$ cat src/segment_polygon_intersect_top_assert.svh
// Assertion macros used by the top-level RTL file.
`ifndef SEGMENT_POLYGON_INTERSECT_TOP_ASSERT_SVH
`define SEGMENT_POLYGON_INTERSECT_TOP_ASSERT_SVH

// Checks that cons holds in the same cycle as ante.
`define SPI_ASSERT_IMP(lbl, clk, rst_n, ante, cons, msg) \
    lbl: assert property (@(posedge clk) disable iff (!rst_n) (ante) |-> (cons)) \
        else $error(msg);

// Checks that cons holds in the cycle after ante.
`define SPI_ASSERT_NXT(lbl, clk, rst_n, ante, cons, msg) \
    lbl: assert property (@(posedge clk) disable iff (!rst_n) (ante) |=> (cons)) \
        else $error(msg);

`endif

$ cat src/spi_edge_prod.sv
module spi_edge_prod #(
    parameter int COORD_WIDTH = 16
) (
    input  logic signed [COORD_WIDTH:0]         i_ax,
    input  logic signed [COORD_WIDTH:0]         i_ay,
    input  logic signed [COORD_WIDTH:0]         i_bx,
    input  logic signed [COORD_WIDTH:0]         i_by,
    input  logic signed [COORD_WIDTH:0]         i_cx,
    input  logic signed [COORD_WIDTH:0]         i_cy,
    output logic signed [2*COORD_WIDTH+1:0]     o_den_p,
    output logic signed [2*COORD_WIDTH+1:0]     o_den_n,
    output logic signed [2*COORD_WIDTH+1:0]     o_alpha_p,
    output logic signed [2*COORD_WIDTH+1:0]     o_alpha_n,
    output logic signed [2*COORD_WIDTH+1:0]     o_beta_p,
    output logic signed [2*COORD_WIDTH+1:0]     o_beta_n
);

    localparam int PW = 2 * COORD_WIDTH + 2;

    assign o_den_p   = PW'(i_ay) * PW'(i_bx);
    assign o_den_n   = PW'(i_ax) * PW'(i_by);
    assign o_alpha_p = PW'(i_by) * PW'(i_cx);
    assign o_alpha_n = PW'(i_bx) * PW'(i_cy);
    assign o_beta_p  = PW'(i_ax) * PW'(i_cy);
    assign o_beta_n  = PW'(i_ay) * PW'(i_cx);

endmodule

$ cat config.mk
export PLATFORM = sky130hd
export DESIGN_NAME = spi_edge_prod
export DESIGN_NICKNAME = d
export VERILOG_FILES = /design/src/segment_polygon_intersect_top_assert.svh /design/src/spi_edge_prod.sv
export SDC_FILE = /design/constraint.sdc
export NUM_CORES = 2
export LEC_CHECK = 0
export BUFFER_PORTS_ARGS = -buffer_cell sky130_fd_sc_hd__buf_2
export CAP_MARGIN = 40
export CORE_MARGIN = 1.5
export CORE_UTILIZATION = 60
export DETAILED_ROUTE_END_ITERATION = 10
export GPL_TIMING_DRIVEN = 0
export PLACE_DENSITY_LB_ADDON = 0.15
export SLEW_MARGIN = 20
export SYNTH_ARGS = -nofsm -noshare
export SYNTH_HDL_FRONTEND = slang
export SYNTH_SLANG_ARGS = --single-unit
$ cat constraint.sdc
create_clock -name vclk -period 17.48
set_input_delay 1.748 -clock vclk [all_inputs]
set_output_delay 1.748 -clock vclk [all_outputs]
set_load 0.05 [all_outputs]
* Word level (Yosys, flattened, before mapping) *
Index checks and enable logic that the tools add are counted.

storage, ports and cells
  register bits = 0
  input bits = 102
  output and inout port bits = 204
  logic and storage cells = 6

cells by class
  $mul = 6

operator list
  cell                                            number
  17-bit by 17-bit multiplier with 34-bit output  6

* Depth between registers and ports, before layout *
  word-level depth = 1
  mapped depth = 26
  gate-level depth less buffers = 24

* Least setup slack after synthesis *
No wires, ideal clock.

  path type = input to output
  start = input i_cy[9]
  end = output o_alpha_n[33]
  arrival = 8156 ps
  required time = 15732 ps
  setup slack = 7576 ps
  stages = 26
  path buffers = 3
  cell sequence = clkbuf_1 > clkbuf_1 > nand2_1 > fa_1 > inv_1 > fa_1 > inv_1 > fa_1 > inv_1 > fa_1 > fa_1 > inv_1 > fa_1 > inv_1 > ha_1 > buf_2 > a21oi_1 > o211ai_1 > a2111oi_0 > nor2_1 > a22oi_1 > a2111oi_0 > o21a_1 > o21a_1 > o22a_1 > xnor2_1

on the way
  word-level cells in the longest chain between the ends = 1

RTL lines
  item                                            line                 RTL
  start: declaration                              spi_edge_prod.sv:9   input logic signed [COORD_WIDTH:0] i_cy,
  17-bit by 17-bit multiplier with 34-bit output  spi_edge_prod.sv:23  assign o_alpha_n = PW'(i_bx) * PW'(i_cy);
  end: declaration                                spi_edge_prod.sv:13  output logic signed [2*COORD_WIDTH+1:0] o_alpha_n,

No other way between the ends.

* Final worst setup path *
Same ends and word-level chain as after synthesis.

==> results.py <==
metrics = {
    "run_status": {
        "outcome": "complete, no violations",
    },
    "worst_setup_path": {
        "startpoint_type": "input port",
        "crit_end": "o_alpha_n[33]",
        "crit_type": "in -> out",
        "endpoint_kind": "output pin",
        "crit_fanout": 10,
        "arrival_ns": 9.52,
        "crit_required_ns": 15.73,
        "crit_start": "i_cy[9]",
    },
    "synthesis": {
        "yosysTopAreaCell": "fa_1",
        "synth_most_common_cell": "inv_1",
        "netlist_top_cells_area": "fa_1 (55%), inv_1 (11%), ha_1 (9.8%)",
        "netlist.area_leader.share": 0.547,
        "syn_nets": 9523,
        "synthTopCellsByCount": "inv_1 (1847), fa_1 (1776), and2_1 (867), nand2_1 (834), ha_1 (510)",
        "synth_cell_types": 68,
        "netlist_area_mm2": 0.0650,
        "ys_seq_area_frac": 0,
        "synth_cells": 7135,
        "ys_warn_count": 0,
        "synth_area_per_cell_um2": 9.12,
    },
    "timing": {
        "grt_setup_unrepaired": "false",
        "clock.fmax_mhz": 88.8,
        "finalMaxSlewViolations": 0,
        "setup_violations": 0,
        "relSlewSlack": 0.349,
        "worst_slew_pin_slew_ns": 0.977,
        "hold_viol_final": 0,
        "finalCritPeriodShare": 0.645,
        "min_period_ns": 11.27,
        "setup_tns_ns": 0,
    },
    "detailed_routing": {
        "drtIter0Drc": 4525,
        "drtAntennaViolNets": 0,
        "post_drt_wl_per_cell_um": 24.0,
        "viasPerCell": 5.66,
        "route.detailed.drc": 0,
        "routed_wl_mm": 214,
        "vias": 50600,
        "firstDrtPassIters": 6,
    },
    "floorplanning": {
        "dieArea_mm2": 0.110,
        "die_h_um": 332,
        "num_rows": 120,
        "core-area_mm2": 0.107,
        "ioPinCount": 306,
        "initial_core_util": 0.606,
        "die_width_um": 332,
    },
    "global_routing": {
        "overflow": 0,
        "grt_max_degree": 12,
        "grt_pass1_vias": 54100,
        "antenna_found_initial": 25,
        "grtUsageTotal": 0.400,
        "grt_pass1_wl_mm": 328,
    },
    "place": {
        "gp_congestion": 1.02,
        "port_buffers": 305,
        "place_hpwl_mm": 182,
        "dpl_cell_area_mm2": 0.0690,
    },
    "worst_hold_path": {
        "holdCritPathClass": "in -> out",
    },
    "cts": {
        "post_cts_buffers": 0,
        "ctsHoldBuffers": 0,
        "cts_resized": 0,
    },
    "finish": {
        "drive_above_1_share": 0.0535,
        "seq_cell_count": 0,
        "area_growth_pct": 6.52,
        "area.sequential_um2": 0,
        "nets": 9908,
        "stdcell_area_mm2": 0.0693,
        "clkbuf_count": 0,
        "fillers": 9310,
    },
    "job": {
        "maxCapViolations": 0,
    },
}
==> cells by family (layout without fill, tap and decap cells) <==
family | Yosys count | after routing | share of synthesized area
AO/OA/AOI/OAI | 429 | 429 | 0.0434
AND/OR/NAND/NOR | 2040 | 2040 | 0.158
XOR/XNOR | 215 | 215 | 0.0290
adder cells (fa/ha/maj) | 2286 | 2286 | 0.645
multiplexers | 3 | 3 | 0.000462
buffers and inverters | 2162 | 2545 | 0.125
other | 0 | 20 | 0
==> worst max-delay path, stage by stage <==
cell	delay, ns
clkbuf_1	0.42
clkbuf_1	0.63
nand2_1	0.16
fa_1	0.54
inv_1	0.05
fa_1	0.52
inv_1	0.07
fa_1	0.53
inv_1	0.05
fa_1	0.45
fa_1	0.49
inv_1	0.05
fa_1	0.47
inv_1	0.04
ha_1	0.38
nand4_1	0.29
a21oi_1	0.20
o22ai_1	0.09
nor2_1	0.51
a22oi_1	0.22
a2111oi_0	0.65
o21a_1	0.21
o21a_1	0.17
o22a_1	0.17
xnor2_1	0.12
buf_2	0.28
==> worst min-delay path by stage <==
stage,depth (start not counted),slack [ns],to,from
6_report,3,4.10,o_den_n[0],i_by[0]
3_3_place_gp,3,4.07,o_den_n[0],i_by[0]
5_1_grt,3,4.10,o_den_n[0],i_by[0]
3_5_place_dp,3,4.08,o_den_n[0],i_by[0]
4_1_cts,3,4.08,o_den_n[0],i_by[0]
2_1_floorplan,1,3.80,o_alpha_n[0],i_bx[0]
==> stage by stage <==
stage                     std cells  hold WS, ns  utilization  worst slack, ns
after global placement         8843         4.07        0.636             6.04
final                          8941         4.10        0.645             6.21
after global routing           8923         4.10        0.645             5.95
after CTS                      8899         4.08        0.643             6.21
after floorplan                7135         3.80            -             7.58
after detailed placement       8899         4.08        0.643             6.24
==> placed cells by master (no fill, tap or decap), types with 31 or more instances in the layout <==
cell	n
ha_1	510
and2_1	867
nor2_1	150
xor2_1	36
fa_1	1776
buf_6	62
a21oi_1	123
a21o_1	74
nor3_1	31
xnor2_1	179
inv_1	1847
o21ai_0	76
nand2_1	834
clkbuf_1	309
buf_2	308
nand2b_1	41
==> area by class of cell <==
class	count	area, um^2	area share
multi-input combinational	4973	56900	0.822
inverter	1847	6930	0.100
timing repair buffer	383	2430	0.0351
tap	1403	1760	0.0253
buffer	315	1180	0.0171
antenna	20	50.0	0.000722
==> layer usage <==
metal  global-route usage  wire length [um]  vias up
met4                0.177             12500       16
met5                    0                85        -
met1                0.539             81200    25800
li1                     -                 -    21300
met3               0.0966             25600      647
met2                0.619             94900     2821
