**src/segment_polygon_intersect_top_assert.svh**
```systemverilog
// Assertion macros used by the top-level RTL file.
`ifndef SEGMENT_POLYGON_INTERSECT_TOP_ASSERT_SVH
`define SEGMENT_POLYGON_INTERSECT_TOP_ASSERT_SVH

// Checks that cons holds in the same cycle as ante.
`define SPI_ASSERT_IMP(lbl, clk, rst_n, ante, cons, msg) \
    lbl: assert property (@(posedge clk) disable iff (!rst_n) (ante) |-> (cons)) \
        else $error(msg);

// Checks that cons holds in the cycle after ante.
`define SPI_ASSERT_NXT(lbl, clk, rst_n, ante, cons, msg) \
    lbl: assert property (@(posedge clk) disable iff (!rst_n) (ante) |=> (cons)) \
        else $error(msg);

`endif

```
**src/spi_pkg.sv**
```systemverilog
package spi_pkg;

    localparam int unsigned NUM_DATA_FIELDS = 6;
    localparam int unsigned OUT_DATA_W      = 8;

    typedef struct packed {
        logic start;
        logic last;
    } t_item_ctl;

endpackage

```
**src/spi_setup.sv**
```systemverilog
module spi_setup
    import spi_pkg::*;
#(
    parameter int COORD_WIDTH = 16
) (
    input  logic signed [COORD_WIDTH-1:0] i_item_sx,
    input  logic signed [COORD_WIDTH-1:0] i_item_sy,
    input  logic signed [COORD_WIDTH-1:0] i_item_ex,
    input  logic signed [COORD_WIDTH-1:0] i_item_ey,
    input  logic signed [COORD_WIDTH-1:0] i_vx,
    input  logic signed [COORD_WIDTH-1:0] i_vy,
    input  logic                          i_last,
    input  logic signed [COORD_WIDTH-1:0] i_held_sx,
    input  logic signed [COORD_WIDTH-1:0] i_held_sy,
    input  logic signed [COORD_WIDTH-1:0] i_held_ex,
    input  logic signed [COORD_WIDTH-1:0] i_held_ey,
    input  logic signed [COORD_WIDTH-1:0] i_prev_x,
    input  logic signed [COORD_WIDTH-1:0] i_prev_y,
    input  logic signed [COORD_WIDTH-1:0] i_first_x,
    input  logic signed [COORD_WIDTH-1:0] i_first_y,
    input  logic                          i_inside,
    output logic signed [COORD_WIDTH:0]   o_ax,
    output logic signed [COORD_WIDTH:0]   o_ay,
    output logic signed [COORD_WIDTH:0]   o_bx_a,
    output logic signed [COORD_WIDTH:0]   o_by_a,
    output logic signed [COORD_WIDTH:0]   o_cx_a,
    output logic signed [COORD_WIDTH:0]   o_cy_a,
    output logic signed [COORD_WIDTH:0]   o_bx_b,
    output logic signed [COORD_WIDTH:0]   o_by_b,
    output logic signed [COORD_WIDTH:0]   o_cx_b,
    output logic signed [COORD_WIDTH:0]   o_cy_b,
    output t_item_ctl                     o_ctl
);

    localparam int DW = COORD_WIDTH + 1;

    logic signed [COORD_WIDTH-1:0] p0x, p0y, p1x, p1y;
    logic signed [COORD_WIDTH-1:0] fx, fy;

    // The first vertex of a polygon supplies the segment and is its own first vertex.
    assign p0x = i_inside ? i_held_sx : i_item_sx;
    assign p0y = i_inside ? i_held_sy : i_item_sy;
    assign p1x = i_inside ? i_held_ex : i_item_ex;
    assign p1y = i_inside ? i_held_ey : i_item_ey;
    assign fx  = i_inside ? i_first_x : i_vx;
    assign fy  = i_inside ? i_first_y : i_vy;

    assign o_ax   = DW'(p1x) - DW'(p0x);
    assign o_ay   = DW'(p1y) - DW'(p0y);

    // Edge from the previous vertex to the current one.
    assign o_bx_a = DW'(i_prev_x) - DW'(i_vx);
    assign o_by_a = DW'(i_prev_y) - DW'(i_vy);
    assign o_cx_a = DW'(p0x) - DW'(i_prev_x);
    assign o_cy_a = DW'(p0y) - DW'(i_prev_y);

    // Closing edge from the current vertex back to the first one.
    assign o_bx_b = DW'(i_vx) - DW'(fx);
    assign o_by_b = DW'(i_vy) - DW'(fy);
    assign o_cx_b = DW'(p0x) - DW'(i_vx);
    assign o_cy_b = DW'(p0y) - DW'(i_vy);

    assign o_ctl.start = ~i_inside;
    assign o_ctl.last  = i_last;

endmodule

```
**config.mk**
```make
export PLATFORM = sky130hd
export DESIGN_NAME = spi_setup
export DESIGN_NICKNAME = d
export VERILOG_FILES = /design/src/segment_polygon_intersect_top_assert.svh /design/src/spi_pkg.sv /design/src/spi_setup.sv
export SDC_FILE = /design/constraint.sdc
export NUM_CORES = 1
export LEC_CHECK = 0
export BUFFER_PORTS_ARGS = -buffer_cell sky130_fd_sc_hd__clkbuf_2
export CAP_MARGIN = 10
export CORE_UTILIZATION = 35
export DETAILED_ROUTE_END_ITERATION = 6
export PLACE_DENSITY = 0.62
export SLEW_MARGIN = 20
export SYNTH_ARGS = -nofsm -noshare
export SYNTH_HDL_FRONTEND = slang
export SYNTH_SLANG_ARGS = --single-unit
```
**constraint.sdc**
```tcl
create_clock -name vclk -period 13
set_input_delay 2.6 -clock vclk [all_inputs]
set_output_delay 2.6 -clock vclk [all_outputs]
set_load 0.02 [all_outputs]
```
======== Yosys cells after proc, flatten, opt, wreduce, memory -nomap -nowiden ========
Index checks and enable logic that the tools add are counted.
operators by class
  add/sub/neg operators ................... 10
  mux-type cells .......................... 6
  bitwise operators ....................... 1
operators with widths
  cell              count
  $sub A16 B16 Y17  10
  $mux W16          6
  $not A1 Y1        1
storage, ports and cells
  bits in registers ....................... 0
  input port bits ......................... 226
  output and inout bits ................... 172

======== Longest topological paths before layout ========
Gate-level depths: netlist (run 1).
  depth after elaboration ................. 2
  gate-level depth with buffers ........... 14

======== Least setup slack after synthesis (run 1) ========
No wires, ideal clock.
  kind .................................... input port to output port
  start point ............................. input port i_inside
  end point ............................... output port o_ay[12]
  arrival time ............................ 5833 ps
  setup slack ............................. 4567 ps
  stages .................................. 13
  path buffers ............................ 3
  cells stage by stage .................... clkbuf_1 > clkbuf_1 > clkbuf_1 > mux2i_1 > ha_1 > fa_1 > nor2b_1 > o21ai_1 > a21boi_0 > o31a_1 > o22a_1 > nor2_1 > a311oi_1
between the ends
  word-level cells in the longest chain between the ends .. 2
  elaborated cells on any way between the ends .. 3
RTL lines
  item                         RTL line                          source
  start, declared              spi_setup.sv:21                   input logic i_inside,
  $mux W16 (on tied branches)  spi_setup.sv:44, spi_setup.sv:42
  $sub A16 B16 Y17 (*)         spi_setup.sv:49                   assign o_ay = DW'(p1y) - DW'(p0y);
  end, declared                spi_setup.sv:23                   output logic signed [COORD_WIDTH:0] o_ay,
Every way passes the cells marked *; elsewhere a longest branch is shown, timed or not.

======== Worst setup path after layout (run 1) ========
Same ends and word-level chain as after synthesis.

==> impl_metrics.toml, run 1 <==
[synth]
syn_inst = 1274
synth_area_leaders = "ha_1 (23%), mux2i_1 (7.6%), xnor2_1 (7.1%), inv_1 (6.8%), a21oi_1 (6.5%)"
synth_area_leader_cell = "ha_1"
synth.avg_cell_area_um2 = 7.05
synthTopCellsByCount = "ha_1 (164), inv_1 (162), a21oi_1 (116)"
ys_seq_area_share_pct = 0
synth_top_area_share_pct = 22.8
synth_cell_type_count = 71
syn_area_mm2 = 0.00898
synth_warnings = 0
synth_most_common_cell = "ha_1"
syn_nets = 1674

[worst_setup_path]
cp_data_arrival_time_ns = 6.32
slowest_delay_ns = 0.61
cp.required_ns = 10.40
crit_path_start_kind = "primary input"
worstPathCellList = "buf_4 -> buf_4 -> mux2i_1 -> inv_1 -> ha_1 -> fa_1 -> nor2b_1 -> o21ai_1 -> a21boi_0 -> o31a_1 -> o22a_1 -> nor2_1 -> a311oi_1 -> clkbuf_2"
crit_fanout = 40
worstSetupEndpointType = "output port"
cp_slowest_cell = "buf_4"
path_class = "in2out"
critPathMostFrequentCell = "buf_4"

[pwr]
p_leak_nw = 6.22
peakVddDrop_v = 0.0000491
p_per_area_mw_per_mm2 = 80.9

[cells_and_area]
drive_gt1_share_pct = 27.1
area_growth_pct = 25.6
register_area_um2 = 0
diodes = 0
finalNetCount = 2046
postLayoutCellArea_mm2 = 0.0113
clkbuf_count = 0
instances_no_fill = 1974
design.seq.count = 0

[sta]
setup-tns-final_ns = 0
timing.final.ws_setup_ns = 4.08
rsz0062_at_grt = "false"
relSlewSlack_pct = 55.5
finalHoldViolCount = 0
setup_viol = 0
fin_crit_sh_pct = 68.7
maxSlewViolCount = 0
tightest_slew_ns = 0.649
fin_crit_ns = 8.92
max_freq_mhz = 112

[die]
start_util_pct = 35.7
die_area_mm2 = 0.0263
core-area_mm2 = 0.0252
die_y_um = 162
die_x_um = 162
num_rows = 58
io_pins = 398

[global_routing]
grt-ovfl-total = 0
met2_usage_pct = 45.6
grt_use_met3_pct = 3.80
grt_max_degree = 41
busiest_layer = "met2"
antenna_found_initial = 2
grt_use_met1_pct = 27.9
grt_usage_pct = 24.4
grt_first_pass_wirelength_mm = 51.1
grt_pass1_vias = 10100

[hold_path]
holdCritStartpoint = "i_last"
min_to = "o_ctl[0]"
hold_class = "in2out"
hold_depth = 0

[clocking]
ctsHoldBuffers = 0
cts_resized = 0
cts_setup_buffers = 0

[place]
pre_cts_slack_ns = 4.07
place_hpwl_mm = 30.2
placed_cell_area_mm2 = 0.0113
io_buffers = 396
placedCellCount = 1974
place_congestion = 0.968

[flow_run]
drv_cap = 0

[route]
num_vias = 10600
route.detailed.drc = 0
drtPass1Iterations = 5
detail_route.wl_per_cell_um = 17.0
routed_wl_mm = 33.6
drtIter0Drc = 517
viasPerCell = 5.37
antenna_left = 0

[run_status]
outcome = "completed"
-- cells by family (layout without fill, tap and decap cells) --
logic type	Yosys count	after routing	synth area share [%]
AO/OA/AOI/OAI	375	375	27.1
AND/OR/NAND/NOR	334	334	18.6
buffers and inverters	190	560	7.98
adder cells (fa/ha/maj)	174	174	25.1
XOR/XNOR	105	105	10.2
multiplexers	96	96	11.1
-- layout make-up --
cell class | instances | area, um^2
Fill cell | 2656 | 13900
Inverter | 162 | 608
Multi-Input combinational cell | 1084 | 8270
Tap cell | 330 | 413
Timing Repair Buffer | 398 | 2000
-- metal layers --
| layer | share of wire [%] | up-vias |
|---|---|---|
| met5 | 0.033 | - |
| met4 | 3.4 | 2 |
| met3 | 7.2 | 53 |
| met2 | 50 | 392 |
| met1 | 39 | 4805 |
| li1 | - | 5343 |
-- power breakdown --
| part | switching [W] | internal (W) | leakage (nW) |
|---|---|---|---|
| combinational | 0.000573 | 0.000340 | 6.22 |
| clock | 0 | 0 | 0 |
| sequential | 0 | 0 | 0 |
| total | 0.000573 | 0.000340 | 6.22 |
-- worst max-delay path, delay by kind of cell --
kind	cells	cell delay (ns)
AO/OA/AOI/OAI	5	1.16
adder cells (fa/ha/maj)	2	0.66
multiplexers	1	0.39
buffers and inverters	4	1.30
AND/OR/NAND/NOR	2	0.21
-- worst max path at each step --
stage / start / endpoint / depth (start not counted)
floorplan: i_inside / o_ay[12] / 13
global placement: i_inside / o_ay[12] / 14
detailed placement: i_inside / o_ay[12] / 14
CTS: i_inside / o_ay[12] / 14
global route: i_inside / o_ay[12] / 14
finish: i_inside / o_ay[12] / 14
-- layout by cell type (no fill, tap or decap), types with 4 or more instances in the layout --
cell type    n
clkbuf_2   395
nand4_1     11
xnor2_1     73
mux2i_1     68
a31oi_1     13
a21oi_1    116
a31o_2       4
and3_1      14
o211ai_1     7
nor4_1       6
o22ai_1      5
o21bai_1     9
nand3_1     37
mux2_2      28
fa_1        10
o2111ai_1    4
a21boi_0    13
or2_2        9
nand2_1     65
ha_1       164
o21ai_0     70
o21ai_1      7
a21o_1      37
xor2_1      32
nor2b_1     28
nor3_1      28
or3_1        6
a311oi_1     4
o31a_1      10
nand2b_1    11
o21a_1      23
nand3b_1     9
o31ai_1      5
a211oi_1     8
inv_1      162
nor2_1      91
-- per-stage QoR --
stage	hold slack [ns]	total power [W]	util (%)
after floorplan	5.31	0.000615	-
after global placement	5.20	0.000908	44.8
after detailed placement	5.20	0.000909	44.8
after CTS	5.20	0.000914	44.8
after global routing	5.20	0.000995	44.8
final	5.20	0.000913	44.8
(Power assumes the default switching activity.)
==> run 2, diff against run 1 <==
==> constraint.sdc (replaced) <==
create_clock -name vclk -period 8.5
set_input_delay 1.7 -clock vclk [all_inputs]
set_output_delay 1.7 -clock vclk [all_outputs]
set_load 0.02 [all_outputs]
==> run 2 against run 1 <==
Against the previous run:
- power grew 52%
- worst setup slack lost 2.7 ns
- largest power group unchanged
- combinational power grew 52%
- via count is essentially flat
- final cell count is essentially flat
- critical path type unchanged
- highest routed layer unchanged
- sequential share of layout area is the same
- utilization is essentially flat
- worst hold slack lost 1.8 ns
==> impl_metrics.toml, run 2 (synthesis results as in run 1) <==
[run_status]
outcome = "completed"

[route]
route.detailed.drc = 0
viasPerCell = 5.37
num_vias = 10600
antenna_left = 0
routed_wl_mm = 32.9
drtPass1Iterations = 6
drtIter0Drc = 631
detail_route.wl_per_cell_um = 16.7

[sta]
fin_crit_ns = 7.14
relSlewSlack_pct = 56.4
max_freq_mhz = 140
fin_crit_sh_pct = 84.0
setup-tns-final_ns = 0
maxSlewViolCount = 0
rsz0062_at_grt = "false"
setup_viol = 0
whs_ns = 3.40
finalHoldViolCount = 0
tightest_slew_ns = 0.655

[die]
num_rows = 58
die_y_um = 162
io_pins = 398
core-area_mm2 = 0.0252
die_area_mm2 = 0.0263
die_x_um = 162
start_util_pct = 35.7

[worst_setup_path]
path_buf_inv = 4
crit_start = "i_inside"
path_class = "in2out"
slowest_delay_ns = 0.52
crit_path_start_kind = "primary input"
crit_family = "buffers and inverters"
critPathMostFrequentCell = "buf_4"
path_depth = 14
cp_slowest_cell = "buf_4"
endpoint = "o_ay[12]"
cp_data_arrival_time_ns = 5.44
worstPathCellList = "buf_4 -> buf_4 -> mux2i_1 -> inv_1 -> ha_1 -> fa_1 -> nor2b_1 -> o21ai_1 -> a21boi_0 -> o31a_1 -> o22a_1 -> nor2_1 -> a311oi_1 -> clkbuf_2"
worstSetupEndpointType = "output port"
cp.required_ns = 6.80
crit_fanout = 42

[clocking]
cts_resized = 0
cts_setup_buffers = 0
ctsHoldBuffers = 0

[cells_and_area]
clkbuf_count = 0
instances_no_fill = 1975
postLayoutCellArea_mm2 = 0.0113
diodes = 0
multi_input_area_mm2 = 0.00827
design.seq.count = 0
drive_gt1_share_pct = 27.2
layout_commonest_cell = "clkbuf_2"
final_cell_mix = "clkbuf_2 (395), ha_1 (164), inv_1 (162)"
fillCellCount = 2668
register_area_um2 = 0
finalNetCount = 2047
area_growth_pct = 25.7

[global_routing]
grt-ovfl-total = 0
grt_usage_pct = 23.8
grt_max_degree = 43
grt_pass1_vias = 9992
antenna_found_initial = 2
grt_first_pass_wirelength_mm = 50.0

[place]
placedCellCount = 1975
io_buffers = 396
placed_cell_area_mm2 = 0.0113
place_hpwl_mm = 29.5
place_congestion = 0.947

[flow_run]
drv_cap = 0

[hold_path]
hold_class = "in2out"

[pwr]
p_leak_nw = 6.23
p_per_area_mw_per_mm2 = 123
peakVddDrop_v = 0.0000672
-- run 2: metal layers --
layer / vias up / GRT usage, % / share of wire [%]
li1: 5352 / - / -
met1: 4816 / 26.6 / 39
met2: 388 / 46.5 / 51
met3: 38 / 3.73 / 7.2
met4: 4 / 5.32 / 2.4
met5: - / 0 / 0.088
-- run 2: stage by stage --
step / power (W) / setup slack [ns] / utilization, %
floorplan: 0.000941 / 1.87 / -
global placement: 0.00138 / 1.47 / 44.9
detailed placement: 0.00139 / 1.31 / 44.9
CTS: 0.00139 / 1.31 / 44.9
global route: 0.00152 / 1.10 / 44.9
finish: 0.00139 / 1.36 / 44.9
-- run 2: how the worst min path moves through the flow --
stage            from        to  slack (ns)  depth (start not counted)
5_1_grt        i_last  o_ctl[0]        3.40                          0
6_report       i_last  o_ctl[0]        3.40                          0
2_1_floorplan  i_last  o_ctl[0]        3.51                          1
4_1_cts        i_last  o_ctl[0]        3.40                          0
3_5_place_dp   i_last  o_ctl[0]        3.40                          0
3_3_place_gp   i_last  o_ctl[0]        3.40                          0
-- run 2: cell type report --
| class | instances | share of cell area (%) |
|---|---|---|
| Inverter | 162 | 5.38 |
| Multi-Input combinational cell | 1084 | 73.2 |
| Tap cell | 330 | 3.66 |
| Timing Repair Buffer | 399 | 17.8 |
-- run 2: report_power, final --
| part | total (W) | internal [W] | switching (W) | leakage, nW |
|---|---|---|---|---|
| Clock | 0 | 0 | 0 | 0 |
| Sequential | 0 | 0 | 0 | 0 |
| Combinational | 0.00139 | 0.000521 | 0.000869 | 6.23 |
